==> src/rtl/h2r_pkg.sv <==
package h2r_pkg;

  // Default number of fraction bits in the internal fixed-point format.
  localparam int FRAC_BITS_DEF = 16;

  // Number of register stages in the conversion pipeline.
  localparam int PIPE_STAGES = 7;

  // Saturation and lightness at 1.0 on the input side.
  localparam logic [16:0] IN_ONE = 17'h10000;

  // Sextant codes; each picks an order of top, mid and bottom values.
  localparam logic [2:0] SEXT_RED_YEL = 3'd0;
  localparam logic [2:0] SEXT_YEL_GRN = 3'd1;
  localparam logic [2:0] SEXT_GRN_CYN = 3'd2;
  localparam logic [2:0] SEXT_CYN_BLU = 3'd3;
  localparam logic [2:0] SEXT_BLU_MAG = 3'd4;

  // Per-stage load enables and occupancy flags of the pipeline.
  typedef struct packed {
    logic [PIPE_STAGES-1:0] load;
    logic [PIPE_STAGES-1:0] valid;
  } pipe_ctrl_t;

endpackage

==> src/rtl/h2r_pipe_ctrl.sv <==
module h2r_pipe_ctrl (
  input  logic                clk,
  input  logic                rst,
  input  logic                in_valid,
  output logic                in_ready,
  output logic                out_valid,
  input  logic                out_ready,
  output h2r_pkg::pipe_ctrl_t ctrl
);

  localparam int N = h2r_pkg::PIPE_STAGES;

  logic [N-1:0] valid;
  logic [N-1:0] load;

  // A stage may load when it is empty or when its content moves on.
  always_comb begin
    load[N-1] = !valid[N-1] || out_ready;
    for (int i = N - 2; i >= 0; i--) begin
      load[i] = !valid[i] || load[i+1];
    end
  end

  always_ff @(posedge clk) begin
    if (rst) begin
      valid <= '0;
    end else begin
      valid <= (valid & ~load) | ({valid[N-2:0], in_valid} & load);
    end
  end

  assign in_ready   = load[0];
  assign out_valid  = valid[N-1];
  assign ctrl.load  = load;
  assign ctrl.valid = valid;

  // An empty output stage must never hold off the input side.
  a_ready_when_drained: assert property (@(posedge clk) disable iff (rst)
    !valid[N-1] |-> in_ready)
    else $error("input stalled while pipeline output stage is empty");

  // A transfer on the input side must occupy the first stage.
  a_accept_fills_first: assert property (@(posedge clk) disable iff (rst)
    in_valid && in_ready |=> valid[0])
    else $error("accepted pixel did not enter the first stage");

endmodule

==> src/rtl/hsl_to_rgb_pixel.sv <==
// Seven register stages, each holding one pixel, which moves through them in order.
// Throughput: one pixel per clock while out_ready stays high.
// Back pressure stalls only the stages that are full, so bubbles are squeezed out.
// Reset (rst, synchronous, active high) empties every stage; data registers are not reset.
// There is no configuration and no state kept between pixels.
module hsl_to_rgb_pixel #(
  parameter int FRAC_BITS = h2r_pkg::FRAC_BITS_DEF
) (
  input  logic        clk,
  input  logic        rst,
  input  logic        in_valid,
  output logic        in_ready,
  input  logic [15:0] hue,
  input  logic [16:0] saturation,
  input  logic [16:0] lightness,
  output logic        out_valid,
  input  logic        out_ready,
  output logic [7:0]  red,
  output logic [7:0]  green,
  output logic [7:0]  blue
);

  // Saturation and lightness carry FRAC_BITS fraction bits and one integer
  // bit, so 1.0 fits exactly. The top and bottom values get one more bit of
  // headroom for the intermediate sums.
  localparam int FW    = FRAC_BITS + 1;
  localparam int VW    = FRAC_BITS + 2;
  localparam int SH_L  = (FRAC_BITS >= 16) ? FRAC_BITS - 16 : 0;
  localparam int SH_R  = (FRAC_BITS >= 16) ? 0 : 16 - FRAC_BITS;
  localparam int WW    = 17 + SH_L;
  localparam int PW    = 2 * FW;
  localparam int DPW   = VW + 16;
  localparam int TW    = VW + 8;
  localparam int BW    = TW - FRAC_BITS;
  localparam logic [FW-1:0] HALF = FW'(1) << (FRAC_BITS - 1);

  h2r_pkg::pipe_ctrl_t ctrl;

  h2r_pipe_ctrl u_ctrl (
    .clk       (clk),
    .rst       (rst),
    .in_valid  (in_valid),
    .in_ready  (in_ready),
    .out_valid (out_valid),
    .out_ready (out_ready),
    .ctrl      (ctrl)
  );

  // ---------------------------------------------------------------------
  // Stage 1: clamp saturation and lightness to 1.0, move them to the
  // internal format, and split hue*6 into a sextant and a 16-bit fraction.
  // hue*6 is formed as hue*4 + hue*2, so no multiplier is needed here.
  // ---------------------------------------------------------------------
  logic [16:0]   sat_clamp;
  logic [16:0]   lit_clamp;
  logic [WW-1:0] sat_wide;
  logic [WW-1:0] lit_wide;
  logic [18:0]   hue6;

  always_comb begin
    sat_clamp = (saturation > h2r_pkg::IN_ONE) ? h2r_pkg::IN_ONE : saturation;
    lit_clamp = (lightness > h2r_pkg::IN_ONE) ? h2r_pkg::IN_ONE : lightness;
    sat_wide  = WW'(sat_clamp) << SH_L;
    lit_wide  = WW'(lit_clamp) << SH_L;
    hue6      = (19'(hue) << 2) + (19'(hue) << 1);
  end

  logic [FW-1:0] s1_sat;
  logic [FW-1:0] s1_lit;
  logic [2:0]    s1_sext;
  logic [15:0]   s1_frac;

  always_ff @(posedge clk) begin
    if (ctrl.load[0]) begin
      s1_sat  <= FW'(sat_wide >> SH_R);
      s1_lit  <= FW'(lit_wide >> SH_R);
      s1_sext <= hue6[18:16];
      s1_frac <= hue6[15:0];
    end
  end

  // ---------------------------------------------------------------------
  // Stage 2: the multiply l*s, truncated to FRAC_BITS
  // fraction bits. The product never exceeds 1.0.
  // ---------------------------------------------------------------------
  logic [PW-1:0] ls_prod;

  assign ls_prod = PW'(s1_lit) * PW'(s1_sat);

  logic [FW-1:0] s2_ls;
  logic [FW-1:0] s2_sat;
  logic [FW-1:0] s2_lit;
  logic [2:0]    s2_sext;
  logic [15:0]   s2_frac;

  always_ff @(posedge clk) begin
    if (ctrl.load[1]) begin
      s2_ls   <= ls_prod[FRAC_BITS +: FW];
      s2_sat  <= s1_sat;
      s2_lit  <= s1_lit;
      s2_sext <= s1_sext;
      s2_frac <= s1_frac;
    end
  end

  // ---------------------------------------------------------------------
  // Stage 3: top value. Dark colors (l at most one half) use l + l*s, light
  // colors use l + s - l*s.
  // ---------------------------------------------------------------------
  logic [VW-1:0] top_next;

  always_comb begin
    if (s2_lit <= HALF) begin
      top_next = VW'(s2_lit) + VW'(s2_ls);
    end else begin
      top_next = VW'(s2_lit) + VW'(s2_sat) - VW'(s2_ls);
    end
  end

  logic [VW-1:0] s3_top;
  logic [FW-1:0] s3_lit;
  logic [2:0]    s3_sext;
  logic [15:0]   s3_frac;

  always_ff @(posedge clk) begin
    if (ctrl.load[2]) begin
      s3_top  <= top_next;
      s3_lit  <= s2_lit;
      s3_sext <= s2_sext;
      s3_frac <= s2_frac;
    end
  end

  // ---------------------------------------------------------------------
  // Stage 4: bottom value m = 2l - v, held between zero and v, and the span
  // v - m. The span is worked out in parallel with m (as 2v - 2l) so that
  // the multiply in the next stage starts from a register.
  // ---------------------------------------------------------------------
  logic [VW-1:0] twice_lit;
  logic [VW:0]   twice_top;
  logic [VW-1:0] bot_next;
  logic [VW-1:0] span_next;

  always_comb begin
    twice_lit = {s3_lit, 1'b0};
    twice_top = {s3_top, 1'b0};
    if (twice_lit < s3_top) begin
      bot_next  = '0;
      span_next = s3_top;
    end else if ((VW+1)'(twice_lit) > twice_top) begin
      bot_next  = s3_top;
      span_next = '0;
    end else begin
      bot_next  = twice_lit - s3_top;
      span_next = VW'(twice_top - (VW+1)'(twice_lit));
    end
  end

  logic [VW-1:0] s4_top;
  logic [VW-1:0] s4_bot;
  logic [VW-1:0] s4_span;
  logic          s4_black;
  logic [2:0]    s4_sext;
  logic [15:0]   s4_frac;

  always_ff @(posedge clk) begin
    if (ctrl.load[3]) begin
      s4_top   <= s3_top;
      s4_bot   <= bot_next;
      s4_span  <= span_next;
      s4_black <= (s3_top == '0);
      s4_sext  <= s3_sext;
      s4_frac  <= s3_frac;
    end
  end

  // ---------------------------------------------------------------------
  // Stage 5: the ramp (v - m) * fraction, truncated to the span's scale.
  // ---------------------------------------------------------------------
  logic [DPW-1:0] ramp_prod;

  assign ramp_prod = DPW'(s4_span) * DPW'(s4_frac);

  logic [VW-1:0] s5_top;
  logic [VW-1:0] s5_bot;
  logic [VW-1:0] s5_ramp;
  logic          s5_black;
  logic [2:0]    s5_sext;

  always_ff @(posedge clk) begin
    if (ctrl.load[4]) begin
      s5_top   <= s4_top;
      s5_bot   <= s4_bot;
      s5_ramp  <= ramp_prod[16 +: VW];
      s5_black <= s4_black;
      s5_sext  <= s4_sext;
    end
  end

  // ---------------------------------------------------------------------
  // Stage 6: the rising and falling mid values, and the channel order that
  // the sextant picks. A zero top value forces black.
  // ---------------------------------------------------------------------
  logic [VW-1:0] mid_up;
  logic [VW-1:0] mid_down;
  logic [VW-1:0] red_next;
  logic [VW-1:0] green_next;
  logic [VW-1:0] blue_next;

  always_comb begin
    mid_up   = s5_bot + s5_ramp;
    mid_down = s5_top - s5_ramp;
    case (s5_sext)
      h2r_pkg::SEXT_RED_YEL: begin
        red_next = s5_top;   green_next = mid_up;   blue_next = s5_bot;
      end
      h2r_pkg::SEXT_YEL_GRN: begin
        red_next = mid_down; green_next = s5_top;   blue_next = s5_bot;
      end
      h2r_pkg::SEXT_GRN_CYN: begin
        red_next = s5_bot;   green_next = s5_top;   blue_next = mid_up;
      end
      h2r_pkg::SEXT_CYN_BLU: begin
        red_next = s5_bot;   green_next = mid_down; blue_next = s5_top;
      end
      h2r_pkg::SEXT_BLU_MAG: begin
        red_next = mid_up;   green_next = s5_bot;   blue_next = s5_top;
      end
      default: begin
        red_next = s5_top;   green_next = s5_bot;   blue_next = mid_down;
      end
    endcase
    if (s5_black) begin
      red_next   = '0;
      green_next = '0;
      blue_next  = '0;
    end
  end

  logic [VW-1:0] s6_chan [3];

  always_ff @(posedge clk) begin
    if (ctrl.load[5]) begin
      s6_chan[0] <= red_next;
      s6_chan[1] <= green_next;
      s6_chan[2] <= blue_next;
    end
  end

  // ---------------------------------------------------------------------
  // Stage 7: scale each channel to a byte as (c*255) >> FRAC_BITS, formed
  // as c*256 - c, and saturate at 255. These are the output registers.
  // ---------------------------------------------------------------------
  logic [TW-1:0] scaled [3];
  logic [BW-1:0] byte_wide [3];
  logic [7:0]    byte_next [3];

  always_comb begin
    for (int k = 0; k < 3; k++) begin
      scaled[k]    = (TW'(s6_chan[k]) << 8) - TW'(s6_chan[k]);
      byte_wide[k] = scaled[k][FRAC_BITS +: BW];
      byte_next[k] = (byte_wide[k] > BW'(255)) ? 8'hFF : byte_wide[k][7:0];
    end
  end

  always_ff @(posedge clk) begin
    if (ctrl.load[6]) begin
      red   <= byte_next[0];
      green <= byte_next[1];
      blue  <= byte_next[2];
    end
  end

  // The bottom value must never rise above the top value, and the span must equal their difference.
  a_bot_below_top: assert property (@(posedge clk) disable iff (rst)
    ctrl.valid[3] |-> (s4_bot <= s4_top) && (VW'(s4_top - s4_bot) == s4_span))
    else $error("bottom value or span inconsistent with top value");

  // The ramp stays inside the span, so both mid values lie between m and v.
  a_ramp_in_span: assert property (@(posedge clk) disable iff (rst)
    ctrl.valid[4] |-> (s5_ramp <= VW'(s5_top - s5_bot)))
    else $error("ramp exceeds the span between bottom and top values");

endmodule
==> config.mk <==
export PLATFORM = sky130hd
export DESIGN_NAME = hsl_to_rgb_pixel
export DESIGN_NICKNAME = d
export VERILOG_FILES = /design/src/rtl/h2r_pkg.sv /design/src/rtl/h2r_pipe_ctrl.sv /design/src/rtl/hsl_to_rgb_pixel.sv
export SDC_FILE = /design/constraint.sdc
export NUM_CORES = 2
export LEC_CHECK = 0
export BUFFER_PORTS_ARGS = -buffer_cell sky130_fd_sc_hd__buf_2
export CAP_MARGIN = 20
export CORE_ASPECT_RATIO = 0.7
export CORE_MARGIN = 5
export CORE_UTILIZATION = 50
export DETAILED_ROUTE_END_ITERATION = 10
export PLACE_DENSITY = 0.7
export REMOVE_ABC_BUFFERS = 1
export SYNTH_ARGS = -nofsm -noshare
export SYNTH_HDL_FRONTEND = slang
export SYNTH_SLANG_ARGS = --single-unit
==> constraint.sdc <==
create_clock -name clk -period 8.5 [get_ports clk]
set_input_delay 1.7 -clock clk [delete_from_list [all_inputs] [get_ports clk]]
set_output_delay 1.7 -clock clk [all_outputs]
set_load 0.03 [all_outputs]
==> flow_summary.json <==
{
  "r2r_end": "s2_ls[16]",
  "postRouteWirelength_mm": 93.33,
  "crit_arrival_ns": 7.50,
  "drv_slew": 0,
  "avgSynthCellArea_sq_um": 10.03,
  "ys_seq_elements": 390,
  "numCtsBuffers": 43,
  "syn2layout_area_growth_pct": 7.457,
  "maxCapViolCount": 0,
  "drt_iter0_markers": 2412,
  "hp-start": "s3_frac[12]",
  "vias": 27646,
  "outcome": "finished, final reports clean",
  "clk_latency_ns": 0.59,
  "crit_path_frequent_cell": "fa_1",
  "synth-edff-count": 383,
  "via_per_inst": 5.469,
  "grt_usage_pct": 22.10,
  "clock-sinks": 390,
  "yosys_warnings": 0,
  "crit_path_cell_trace": "nand2_1 -> fa_1 -> fa_1 -> fa_1 -> inv_1 -> fa_1 -> fa_1 -> inv_1 -> fa_1 -> inv_1 -> ha_1 -> a21o_1 -> a21o_1 -> o21a_1 -> o211ai_1 -> a2bb2oi_1 -> o211ai_1 -> a31oi_1 -> o21bai_1 -> xnor2_1",
  "preCtsSetupSlack_ns": 1.292,
  "hold_ws_ns": 0.4148,
  "worstSetupStartpointType": "register",
  "cts_root_buffer": "clkbuf_16",
  "die_area_sq_um": 85020,
  "rsz0062_at_grt": "false",
  "grt_max_degree": 74,
  "worstPathRequired_ns": 8.83,
  "max_slew_margin_pct": 35.79,
  "min_period_ns": 7.169,
  "hold_buffers": 0,
  "syn_area_sq_um": 39600,
  "clock_path_buffers": 3,
  "setup_violations": 0,
  "die_w_um": 346.4,
  "rows": 86,
  "initial_utilization_pct": 50.34,
  "detail_route.wl_per_cell_um": 18.46,
  "endpoint_kind": "register",
  "min_path_cells": 0,
  "final_common_cell": "inv_1",
  "hold_end": "s4_frac[12]",
  "cts_resized": 0,
  "worstSetupStartpoint": "s1_sat[2]",
  "cp_slowest_stage_delay_ns": 0.86,
  "grt_pass1_wl_mm": 150.8,
  "dr.pass1.iters": 5,
  "finClkSkew_ns": 0.03931,
  "slowest_stage": "edfxtp_1",
  "async_flop_share_pct": 0,
  "die_h_um": 245.5,
  "fmax_mhz": 139.5,
  "rr_startpoint": "s1_sat[2]",
  "r2r_cells": 20,
  "ys_types": 89,
  "dp_hpwl_mm": 72.62,
  "ios": 80,
  "cts_tree": "done",
  "tightest_slew_ns": 0.9595,
  "grt_pass1_vias": 27126,
  "coreArea_sq_um": 78660,
  "post_dp_cell_area_sq_um": 40940,
  "crit_path_max_fanout": 18,
  "antenna_found_initial": 1,
  "cts.clk_slew.worst_paths_ns": 0.06,
  "hp-class": "register to register",
  "grt-ovfl-total": 0,
  "netlist_instances": 3950,
  "layout-drive-gt1-share_pct": 5.528,
  "hold_violations": 0,
  "nNetsFinal": 4844,
  "synthFlopType": "edfxtp_1",
  "r2r_slack_ns": 1.33,
  "worst_slack_ns": 1.331,
  "htreeDepth": 2,
  "drc": 0,
  "final_cell_mix": "inv_1, nand2_1, fa_1",
  "gp_congestion": 0.8921,
  "drtAntennaViolNets": 0,
  "yosysSeqAreaShare_pct": 29.40,
  "cts_setup_buffers": 0,
  "min_period_over_period_pct": 84.34,
  "finalSetupTns_ns": 0,
  "io_buffers": 79,
  "worstSetupPathType": "register to register",
  "design_area_sq_um": 42550
}
cells by family (layout without fill, tap and decap cells):
family	after synthesis	count (layout)	share of synthesized area [%]
and+or+nand+nor	1143	1143	13.96
adders and majority gates	826	826	34.63
buffers and inverters	819	867	7.874
AOI/OAI and AO/OA	585	585	9.836
DFF	390	390	29.40
xor gates and xnor gates	141	141	3.119
muxes	46	46	1.188
other	0	1	0
sequential cells by signal, summed over array words and instances, names as in the netlist, 8 cells and up, named ones only:
signal   cells
s6_chan     54
s4_span     18
s3_lit      17
s2_lit      17
s1_frac     15
s1_sat      17
s5_top      18
s4_frac     15
s3_frac     15
s5_ramp     18
s2_frac     15
red          8
s5_bot      18
s4_top      18
s2_sat      17
s3_top      18
s2_ls       17
blue         8
s4_bot      18
s1_lit      17
green        8
worst max-delay path by stage:
stage | to | slack (ns) | cells after the start
global route | s5_ramp[16] | 0.76 | 22
global placement | s5_ramp[16] | 1.43 | 22
CTS | s5_ramp[17] | 1.29 | 22
finish | s2_ls[16] | 1.33 | 20
detailed placement | s5_ramp[16] | 1.29 | 22
floorplan | s5_ramp[16] | 2.41 | 23
cells in the mapped netlist, drive strengths merged (57+ instances only):
cell type | number | area (sq um)
edfxtp | 383 | 11500
ha | 376 | 4705
nor2b | 57 | 364.1
xnor2 | 102 | 893.4
a21oi | 165 | 833.3
nand2 | 466 | 1749
fa | 450 | 9009
inv | 690 | 2590
and2 | 255 | 1595
nor2 | 170 | 640.6
o21ai | 99 | 495.5
clkbuf | 117 | 439.2
layout make-up:
type	instances	area, sq um
Timing Repair Buffer	98	570.5
Sequential cell	390	11640
Clock buffer	48	1137
Inverter	690	2590
Antenna cell	1	2.502
Clock inverter	31	420.4
Tap cell	1056	1321
Fill cell	6882	36110
Multi-Input combinational cell	2741	24870
through the flow:
step | util, % | std cells
CTS | 54.03 | 5052
global route | 54.09 | 5054
floorplan | - | 3821
finish | 54.10 | 5055
global placement | 52.05 | 4973
detailed placement | 52.05 | 4973
per-layer routing:
layer / global-route usage, % / vias up / part of all wire [%]
met5: 0 / - / 0.014
met4: 3.754 / 2 / 1.6
met3: 5.540 / 98 / 9.8
met2: 31.46 / 1046 / 41
met1: 34.52 / 13475 / 48
li1: - / 13025 / -
worst max-delay path: cells and delay by family, from the launching register on:
family,cells,cell delay [ns]
DFF,1,0.86
adders and majority gates,7,3.36
AOI/OAI and AO/OA,8,2.22
buffers and inverters,3,0.16
xor gates and xnor gates,1,0.14
and+or+nand+nor,1,0.18
Power is left out: the tool's default activity adds up to more than one toggle a clock period on the data nets, which glitch-free logic cannot reach.
